**config.mk**
```make
export PLATFORM = sky130hd
export DESIGN_NAME = stepper_move_to_angle_controller
export DESIGN_NICKNAME = d
export VERILOG_FILES = /design/src/rtl/smac_pkg.sv /design/src/rtl/stepper_move_to_angle_controller.sv /design/src/rtl/smac_tick_decide.sv
export SDC_FILE = /design/constraint.sdc
export NUM_CORES = 1
export LEC_CHECK = 0
export CORE_MARGIN = 2
export CORE_UTILIZATION = 67
export DETAILED_ROUTE_END_ITERATION = 10
export DONT_BUFFER_PORTS = 1
export GPL_TIMING_DRIVEN = 0
export PLACE_DENSITY = 0.93
export SYNTH_ARGS = -nofsm -noshare
export SYNTH_HDL_FRONTEND = slang
export SYNTH_HIERARCHICAL = 1
export SYNTH_SLANG_ARGS = --single-unit
```
**constraint.sdc**
```tcl
create_clock -name clk -period 15.7 [get_ports clk]
set_input_delay 4.71 -clock clk [delete_from_list [all_inputs] [get_ports clk]]
set_output_delay 4.71 -clock clk [all_outputs]
set_load 0.1 [all_outputs]
```
**src/rtl/smac_pkg.sv**
```systemverilog
// Shared types, constants and a helper function for the stepper move-to-angle controller.
package smac_pkg;

	localparam int POS_W   = 20;
	localparam int ANGLE_W = 37;
	localparam int RES_W   = 16;
	localparam int PROD_W  = POS_W + RES_W + 1;
	localparam int CMP_W   = PROD_W + 1;

	localparam logic [RES_W-1:0] RES_RESET = 16'd11577;

	localparam logic signed [POS_W-1:0] POS_MAX = {1'b0, {(POS_W-1){1'b1}}};
	localparam logic signed [POS_W-1:0] POS_MIN = {1'b1, {(POS_W-1){1'b0}}};

	typedef logic [1:0] mode_t;
	localparam mode_t MODE_TICK  = 2'd0;
	localparam mode_t MODE_MOVE  = 2'd1;
	localparam mode_t MODE_STOP  = 2'd2;
	localparam mode_t MODE_CLEAR = 2'd3;

	typedef logic [0:0] cfg_idx_t;
	localparam cfg_idx_t CFG_STEP_MODE = 1'b0;
	localparam cfg_idx_t CFG_STEP_RES  = 1'b1;

	// Outcome of one tick while a move is in progress.
	typedef struct packed {
		logic step_fwd;
		logic step_bwd;
		logic finish;
	} step_dec_t;

	// Wave drive energizes the coil at the phase; full drive adds the next coil.
	function automatic logic [3:0] coil_pattern(input logic [1:0] ph, input logic full);
		logic [3:0] one;
		logic [3:0] two;
		one = 4'b0001 << ph;
		two = 4'b0001 << (ph + 2'd1);
		coil_pattern = full ? (one | two) : one;
	endfunction

endpackage

```
**src/rtl/stepper_move_to_angle_controller.sv**
```systemverilog
// Top level of the stepper move-to-angle controller.
//
// Input channel (in_valid/in_ready) carries a mode and a target angle in
// signed Q.16 degrees. Mode tick advances a move in progress by at most one
// step, move latches a target when idle, stop ends a move, and clear sets
// the position to zero. Every input transfer yields exactly one result
// transfer on the output channel (out_valid/out_ready) with the coil drive,
// the signed step count and the busy flag as they stand after the update.
// An accepted item sits in the input register until the result slot is
// free and is then processed into the result register. One item per cycle
// is sustained while out_ready stays high; the tick path is one 20x17 multiply
// of the step count by the resolution followed by a 38-bit add and compare.
// When the receiver stalls, the result register holds and the input
// register still takes one more item, after which in_ready drops.
// Configuration writes (cfg_we, cfg_index, cfg_wdata) set step mode and
// resolution and should only be issued while no item is in flight.
// Reset clears all state but the input register payload: coils off, position zero,
// not busy, wave mode, and a resolution of 11577 (360/2038 degrees per step).
module stepper_move_to_angle_controller
	import smac_pkg::*;
(
	input  logic                      clk,
	input  logic                      arst_n,
	input  logic                      in_valid,
	output logic                      in_ready,
	input  logic [1:0]                mode,
	input  logic signed [ANGLE_W-1:0] target_angle,
	output logic                      out_valid,
	input  logic                      out_ready,
	output logic [3:0]                coils,
	output logic signed [POS_W-1:0]   position,
	output logic                      busy_res,
	input  logic                      cfg_we,
	input  logic [0:0]                cfg_index,
	input  logic [RES_W-1:0]          cfg_wdata
);

	// Configuration registers.
	logic             step_mode_q;
	logic [RES_W-1:0] step_res_q;

	// Input register.
	logic                      valid_s1;
	mode_t                     mode_s1;
	logic signed [ANGLE_W-1:0] target_s1;

	// Controller state; it doubles as the result register.
	logic [1:0]                phase_q;
	logic signed [POS_W-1:0]   step_count_q;
	logic                      moving_q;
	logic signed [ANGLE_W-1:0] goal_q;
	logic [3:0]                coil_q;
	logic                      out_valid_q;

	logic      advance;
	logic      proc;
	step_dec_t dec;
	logic [1:0] phase_fwd;
	logic [1:0] phase_bwd;

	// The result slot is free when empty or being drained this cycle.
	assign advance  = !out_valid_q || out_ready;
	assign proc     = valid_s1 && advance;
	assign in_ready = !valid_s1 || advance;

	assign phase_fwd = phase_q + 2'd1;
	assign phase_bwd = phase_q - 2'd1;

	smac_tick_decide u_decide (
		.step_count (step_count_q),
		.goal       (goal_q),
		.res        (step_res_q),
		.dec        (dec)
	);

	always_ff @(posedge clk or negedge arst_n) begin
		if (!arst_n) begin
			step_mode_q <= 1'b0;
			step_res_q  <= RES_RESET;
		end else if (cfg_we) begin
			case (cfg_index)
				CFG_STEP_MODE: step_mode_q <= cfg_wdata[0];
				CFG_STEP_RES:  step_res_q  <= cfg_wdata;
				default:       ;
			endcase
		end
	end

	always_ff @(posedge clk or negedge arst_n) begin
		if (!arst_n) begin
			valid_s1 <= 1'b0;
		end else if (in_ready) begin
			valid_s1 <= in_valid;
		end
	end

	// Payload of the input register needs no reset.
	always_ff @(posedge clk) begin
		if (in_valid && in_ready) begin
			mode_s1   <= mode;
			target_s1 <= target_angle;
		end
	end

	always_ff @(posedge clk or negedge arst_n) begin
		if (!arst_n) begin
			out_valid_q <= 1'b0;
		end else if (advance) begin
			out_valid_q <= valid_s1;
		end
	end

	always_ff @(posedge clk or negedge arst_n) begin
		if (!arst_n) begin
			phase_q      <= 2'd0;
			step_count_q <= '0;
			moving_q     <= 1'b0;
			goal_q       <= '0;
			coil_q       <= 4'd0;
		end else if (proc) begin
			case (mode_s1)
				MODE_TICK: begin
					if (moving_q) begin
						if (dec.step_fwd) begin
							phase_q <= phase_fwd;
							coil_q  <= coil_pattern(phase_fwd, step_mode_q);
							if (step_count_q != POS_MAX) step_count_q <= step_count_q + POS_W'(1);
						end else if (dec.step_bwd) begin
							phase_q <= phase_bwd;
							coil_q  <= coil_pattern(phase_bwd, step_mode_q);
							if (step_count_q != POS_MIN) step_count_q <= step_count_q - POS_W'(1);
						end else begin
							moving_q <= 1'b0;
						end
					end
				end
				MODE_MOVE: begin
					if (!moving_q) begin
						moving_q <= 1'b1;
						goal_q   <= target_s1;
					end
				end
				MODE_STOP: begin
					moving_q <= 1'b0;
				end
				MODE_CLEAR: begin
					step_count_q <= '0;
				end
				default: ;
			endcase
		end
	end

	assign out_valid = out_valid_q;
	assign coils     = coil_q;
	assign position  = step_count_q;
	assign busy_res  = moving_q;

	// Drive never energizes more than two coils.
	a_coil_count: assert property (@(posedge clk) disable iff (!arst_n)
		$countones(coils) <= 2)
		else $error("more than two coils energized");

	// A stop always leaves the controller idle.
	a_stop_idle: assert property (@(posedge clk) disable iff (!arst_n)
		(proc && mode_s1 == MODE_STOP) |=> !moving_q)
		else $error("stop did not clear busy");

	// Clearing the position gives a zero step count.
	a_clear_zero: assert property (@(posedge clk) disable iff (!arst_n)
		(proc && mode_s1 == MODE_CLEAR) |=> step_count_q == '0)
		else $error("clear did not zero the position");

	// A tick while idle changes neither phase nor position.
	a_idle_tick: assert property (@(posedge clk) disable iff (!arst_n)
		(proc && mode_s1 == MODE_TICK && !moving_q) |=>
		($stable(step_count_q) && $stable(phase_q)))
		else $error("idle tick moved the motor");

	// A stalled result must not be overwritten by a new item.
	a_no_overwrite: assert property (@(posedge clk) disable iff (!arst_n)
		(out_valid_q && !out_ready) |-> !proc)
		else $error("result overwritten while stalled");

endmodule

```
**src/rtl/smac_tick_decide.sv**
```systemverilog
// Angle comparison that picks forward step, backward step or end of move.
module smac_tick_decide
	import smac_pkg::*;
(
	input  logic signed [POS_W-1:0]   step_count,
	input  logic signed [ANGLE_W-1:0] goal,
	input  logic [RES_W-1:0]          res,
	output step_dec_t                 dec
);

	logic signed [RES_W:0]     res_s;
	logic signed [PROD_W-1:0]  here_angle;
	logic signed [CMP_W-1:0]   here_x;
	logic signed [CMP_W-1:0]   res_x;
	logic signed [CMP_W-1:0]   up_angle;
	logic signed [CMP_W-1:0]   dn_angle;
	logic signed [CMP_W-1:0]   goal_x;

	assign res_s      = $signed({1'b0, res});
	assign here_angle = PROD_W'(step_count * res_s);
	assign here_x     = {here_angle[PROD_W-1], here_angle};
	assign res_x      = $signed({{(CMP_W-RES_W){1'b0}}, res});
	assign up_angle   = here_x + res_x;
	assign dn_angle   = here_x - res_x;
	assign goal_x     = {{(CMP_W-ANGLE_W){goal[ANGLE_W-1]}}, goal};

	// Step only when the goal lies beyond the angle one step away.
	always_comb begin
		dec = '0;
		if (goal_x > here_x) begin
			if (goal_x > up_angle) dec.step_fwd = 1'b1;
			else                   dec.finish   = 1'b1;
		end else begin
			if (goal_x < dn_angle) dec.step_bwd = 1'b1;
			else                   dec.finish   = 1'b1;
		end
	end

endmodule
```
==> flow_metrics.env, run 1 <==
export IMPL_outcome="finished with violations"
export IMPL_vias_per_cell=6.19
export IMPL_clock_latency_ns=0.45
export IMPL_drive_gt1_frac=0.0659
export IMPL_tightest_slew_ns=1.50
export IMPL_ant_nets=0
export IMPL_rsz0062_at_grt="false"
export IMPL_wl_um=64000
export IMPL_drc=0
export IMPL_cts_htree_levels=4
export IMPL_cp_slowest_cell="dfrtp_2"
export IMPL_startpoint_type="register"
export IMPL_violations="max-capacitance violations"
export IMPL_nets=3173
export IMPL_finalSetupViolCount=0
export IMPL_hpwl_um=50700
export IMPL_clockBufferDepth=2
export IMPL_portBuffers=0
export IMPL_yosysWarnings=6
export IMPL_cts_sinks=122
export IMPL_critPathArrivalTime_ns=15.15
export IMPL_netlist_instances=2515
export IMPL_layout_min_cycle_time_ns=14.82
export IMPL_hold_violations=0
export IMPL_fmax_mhz=67.5
export IMPL_grt_max_degree=84
export IMPL_cts_root_buf="clkbuf_16"
export IMPL_fillCellCount=2404
export IMPL_area_delta_synth_final_pct=5.38
export IMPL_top_level_ports=88
export IMPL_grt_pass1_vias=19680
export IMPL_fin_crit_sh=0.944
export IMPL_die_area_um2=35600
export IMPL_path_clk_slew_ns=0.06
export IMPL_fp_row_count=67
export IMPL_netlist_area_um2=22800
export IMPL_holdWs_ns=0.476
export IMPL_syn_nets=3152
export IMPL_grt_usage=0.377
export IMPL_vias=18567
export IMPL_drv_cap=1
export IMPL_first_pass_iters=6
export IMPL_coreArea_um2=33500
export IMPL_start_util=0.681
export IMPL_cts_tree="built"
export IMPL_drtIter0Drc=1837
export IMPL_grt_pass1_wl_um=103000
export IMPL_crit_path_end_kind="register"
export IMPL_r2r_setup_slack_ns=0.88
export IMPL_cts_buffers_inserted=17
export IMPL_critPathRequiredTime_ns=16.03
export IMPL_max_stage_delay_ns=0.88
export IMPL_syn_area_per_cell_um2=9.08
export IMPL_overflow=0
export IMPL_post_cts_setup_buffers=0
export IMPL_crit_top_cell="ha_1"
export IMPL_fin_skew_ns=0.0106
export IMPL_cp_max_fo=18
export IMPL_die_h_um=189
export IMPL_slew_violations=0
export IMPL_hold_class="register to register"
export IMPL_antenna_found_initial=4
export IMPL_relSlewSlack=0.00111
export IMPL_tns_ns=0
export IMPL_wire_per_inst_um=21.3
export IMPL_die_w_um=189
export IMPL_path_class="register to register"
export IMPL_holdBufCountCts=0
export IMPL_gp_congestion=0.963
metrics by stage:
step                      area, µm²  cells  worst slack, ns  utilization
after floorplan               22800   2515             3.92            -
final                         24100   3001            0.883        0.718
after global placement        23400   2963            0.921        0.698
after CTS                     24000   2995            0.476        0.715
after global routing          24100   2998            0.179        0.718
after detailed placement      23400   2963            0.613        0.698
critical path: cells and delay by family, from the launching register on:
family	cells	cell delay, ns
compound gates	12	3.77
xor+xnor	2	0.43
fa+ha+maj	10	4.17
buf+inv	7	1.92
flops	1	0.88
mux	1	0.27
simple gates	13	3.21
layout make-up:
| cell class | instances | area [µm²] | share of cell area |
|---|---|---|---|
| antenna | 4 | 10.0 | 0.000416 |
| buffer | 82 | 337 | 0.0140 |
| clock buffer | 18 | 450 | 0.0187 |
| clock inverter | 14 | 135 | 0.00561 |
| inverter | 505 | 1900 | 0.0787 |
| multi-input combinational | 1806 | 17400 | 0.721 |
| sequential | 122 | 3270 | 0.136 |
| tap | 448 | 561 | 0.0233 |
| timing repair buffer | 2 | 55.1 | 0.00229 |
per-layer routing:
layer,up-vias,GRT usage,wire (µm)
li1,8128,-,-
met1,9111,0.482,24400
met2,1064,0.602,29500
met3,262,0.0887,6390
met4,2,0.196,3690
met5,-,0,13
state kept, by name, indices dropped and copies added, names as in the netlist:
register and count:
target_s1 37, valid_s1 1, out_valid 1, step_res_q 16
position 20, coils 4, step_mode_q 1, goal_q 37
phase_q 2, mode_s1 2, busy_res 1
path summary, 6_finish.rpt:
kind / start / endpoint / cells after the start
min in group asynchronous: arst_n / out_valid / 0
min: target_s1[29] / goal_q[29] / 1
max: position[1] / position[19] / 45
max in group asynchronous: arst_n / step_res_q[10] / 0
min reg2reg: target_s1[29] / goal_q[29] / 1
max reg2reg: position[1] / position[19] / 45
timing repair:
item	4_1_cts	5_1_grt
endpoints found under the setup margin	0	12
hold endpoints to repair	0	0
gates resized for setup	0	7
cell usage in the layout (no fill, tap or decap), types with 39 or more instances in the layout:
cell / count
nand2_1: 274
a21oi_1: 91
ha_1: 252
o21ai_0: 63
clkbuf_1: 69
inv_1: 504
and2_1: 148
fa_1: 324
dfrtp_1: 65
nor2_1: 89
mux2_2: 56
edfxtp_1: 39
xnor2_1: 77
a21o_1: 41
Power of run 1 is not shown: default switching activity piles up to over one toggle a cycle in this logic, so the estimate is an artifact.
==> run 2: changes to the inputs <==
--- a/config.mk
+++ b/config.mk
@@ -11,7 +11,7 @@
 export DONT_BUFFER_PORTS = 1
 export GPL_TIMING_DRIVEN = 0
 export PLACE_DENSITY = 0.93
+export REMOVE_ABC_BUFFERS = 1
 export SYNTH_ARGS = -nofsm -noshare
 export SYNTH_HDL_FRONTEND = slang
-export SYNTH_HIERARCHICAL = 1
 export SYNTH_SLANG_ARGS = --single-unit
==> flow_metrics.env, run 2 <==
export IMPL_outcome="finished clean"
export IMPL_vias=17697
export IMPL_final_cells=2867
export IMPL_async_flop_share=0.680
export IMPL_first_pass_iters=6
export IMPL_yosysWarnings=0
export IMPL_grt_usage=0.354
export IMPL_finalSetupViolCount=0
export IMPL_drc=0
export IMPL_relSlewSlack=0.228
export IMPL_cts_tree="built"
export IMPL_synth_sequential_area_ratio=0.144
export IMPL_rsz0062_at_grt="false"
export IMPL_synthTopCellsByArea="fa_1 29%, ha_1 14%, dfrtp_1 8.3%"
export IMPL_wl_um=59200
export IMPL_cts_root_buf="clkbuf_16"
export IMPL_top_level_ports=88
export IMPL_vias_per_cell=6.17
export IMPL_hold_violations=0
export IMPL_clock_latency_ns=0.48
export IMPL_grt_max_degree=84
export IMPL_crit_path_end_kind="register"
export IMPL_netlist_instances=2485
export IMPL_gp_congestion=0.940
export IMPL_drive_gt1_frac=0.0703
export IMPL_fin_skew_ns=0.0277
export IMPL_critPathRequiredTime_ns=16.06
export IMPL_portBuffers=0
export IMPL_synth_edf_count=39
export IMPL_synth_seq_cells=122
export IMPL_max_stage_delay_ns=0.90
export IMPL_antenna_found_initial=1
export IMPL_cp_slowest_cell="dfrtp_2"
export IMPL_hpwl_um=44600
export IMPL_holdBufCountCts=0
export IMPL_layout_min_cycle_time_ns=14.41
export IMPL_start_util=0.679
export IMPL_drtIter0Drc=1475
export IMPL_cp_max_fo=20
export IMPL_path_clk_slew_ns=0.07
export IMPL_fmax_mhz=69.4
export IMPL_overflow=0
export IMPL_slew_violations=0
export IMPL_setup_slack_ns=1.29
export IMPL_post_synth_top_count_cell="inv_1"
export IMPL_post_place_ws_ns=-0.235
export IMPL_hold_class="register to register"
export IMPL_path_class="register to register"
export IMPL_layout_common_cells="491 x inv_1, 324 x fa_1, 261 x ha_1"
export IMPL_drv_cap=0
export IMPL_cts_buffers_inserted=17
export IMPL_ant_nets=0
export IMPL_coreArea_um2=33400
export IMPL_dp_cells=2831
export IMPL_nets=3051
export IMPL_startpoint_type="register"
export IMPL_fin_crit_sh=0.918
export IMPL_yosysTopAreaCell="fa_1"
export IMPL_die_h_um=188
export IMPL_clockBufferDepth=2
export IMPL_synth_top_area_frac=0.286
export IMPL_cts_sinks=122
export IMPL_synthFlopType="dfrtp_1"
export IMPL_area_delta_synth_final_pct=3.45
export IMPL_fp_row_count=67
export IMPL_die_w_um=188
export IMPL_ys_types=75
export IMPL_die_area_um2=35300
export IMPL_yosys_top_cells_count="491 x inv_1, 324 x fa_1, 261 x ha_1"
export IMPL_tightest_slew_ns=1.14
export IMPL_final_common_cell="inv_1"
export IMPL_grt_pass1_vias=20007
export IMPL_netlist_area_um2=22600
export IMPL_fin_util=0.702
export IMPL_cts_htree_levels=4
export IMPL_syn_area_per_cell_um2=9.11
export IMPL_grt_pass1_wl_um=97800
export IMPL_critPathArrivalTime_ns=14.77
export IMPL_wire_per_inst_um=20.7
-- run 2: layout make-up --
class / count / area (µm²)
antenna: 1 / 2.50
clock buffer: 19 / 433
clock inverter: 13 / 145
fill: 2415 / 9940
inverter: 491 / 1840
multi-input combinational: 1770 / 17100
sequential: 122 / 3280
tap: 448 / 561
timing repair buffer: 3 / 35.0
-- run 2: timing repair --
| item | 4_1_cts | 5_1_grt |
|---|---|---|
| pin swaps | 0 | 1 |
| setup endpoints to repair | 4 | 3 |
| gates resized for setup | 1 | 0 |
| setup buffers | 0 | 3 |
-- run 2: worst paths after layout --
kind / end / depth (start not counted) / slack (ns) / from
hold / removal: goal_q[11] / 1 / 0.47 / target_s1[11]
min in group asynchronous: position[0] / 0 / 3.93 / arst_n
setup reg to reg: position[18] / 51 / 1.29 / position[1]
setup / recovery: position[18] / 51 / 1.29 / position[1]
hold reg to reg: goal_q[11] / 1 / 0.47 / target_s1[11]
max in group asynchronous: step_res_q[10] / 0 / 11.53 / arst_n
-- run 2: per-stage QoR --
| step | TNS [ns] | cell area [µm²] | hold WS [ns] |
|---|---|---|---|
| after floorplan | 0 | 22200 | 0.455 |
| after global placement | 0 | 22800 | 0.461 |
| after detailed placement | -0.538 | 22800 | 0.465 |
| after CTS | 0 | 23400 | 0.474 |
| after global routing | 0 | 23400 | 0.490 |
| final | 0 | 23400 | 0.470 |
-- run 2: routing by layer --
metal / wire length, µm / track usage
met5: 0 / 0
met4: 4320 / 0.243
met3: 4960 / 0.0867
met2: 29800 / 0.614
met1: 20100 / 0.383
-- run 2: critical path: cells and delay by family, from the launching register on --
kind	cells	cell delay, ns
adders and majority gates	10	4.23
AOI/OAI and AO/OA	20	3.85
and+or+nand+nor	10	2.73
buffers and inverters	6	1.43
DFF	1	0.90
xor gates and xnor gates	4	0.82
muxes	1	0.29
-- run 2: cells by family after synthesis --
kind of cell,Yosys count,synth area share
AO/OA/AOI/OAI,315,0.0923
AND/OR/NAND/NOR,666,0.144
flip-flops,122,0.144
adder cells (fa/ha/maj),585,0.431
XOR/XNOR,119,0.0460
multiplexers,85,0.0433
buffers and inverters,593,0.100
Power of run 2 is left out for the same reason.
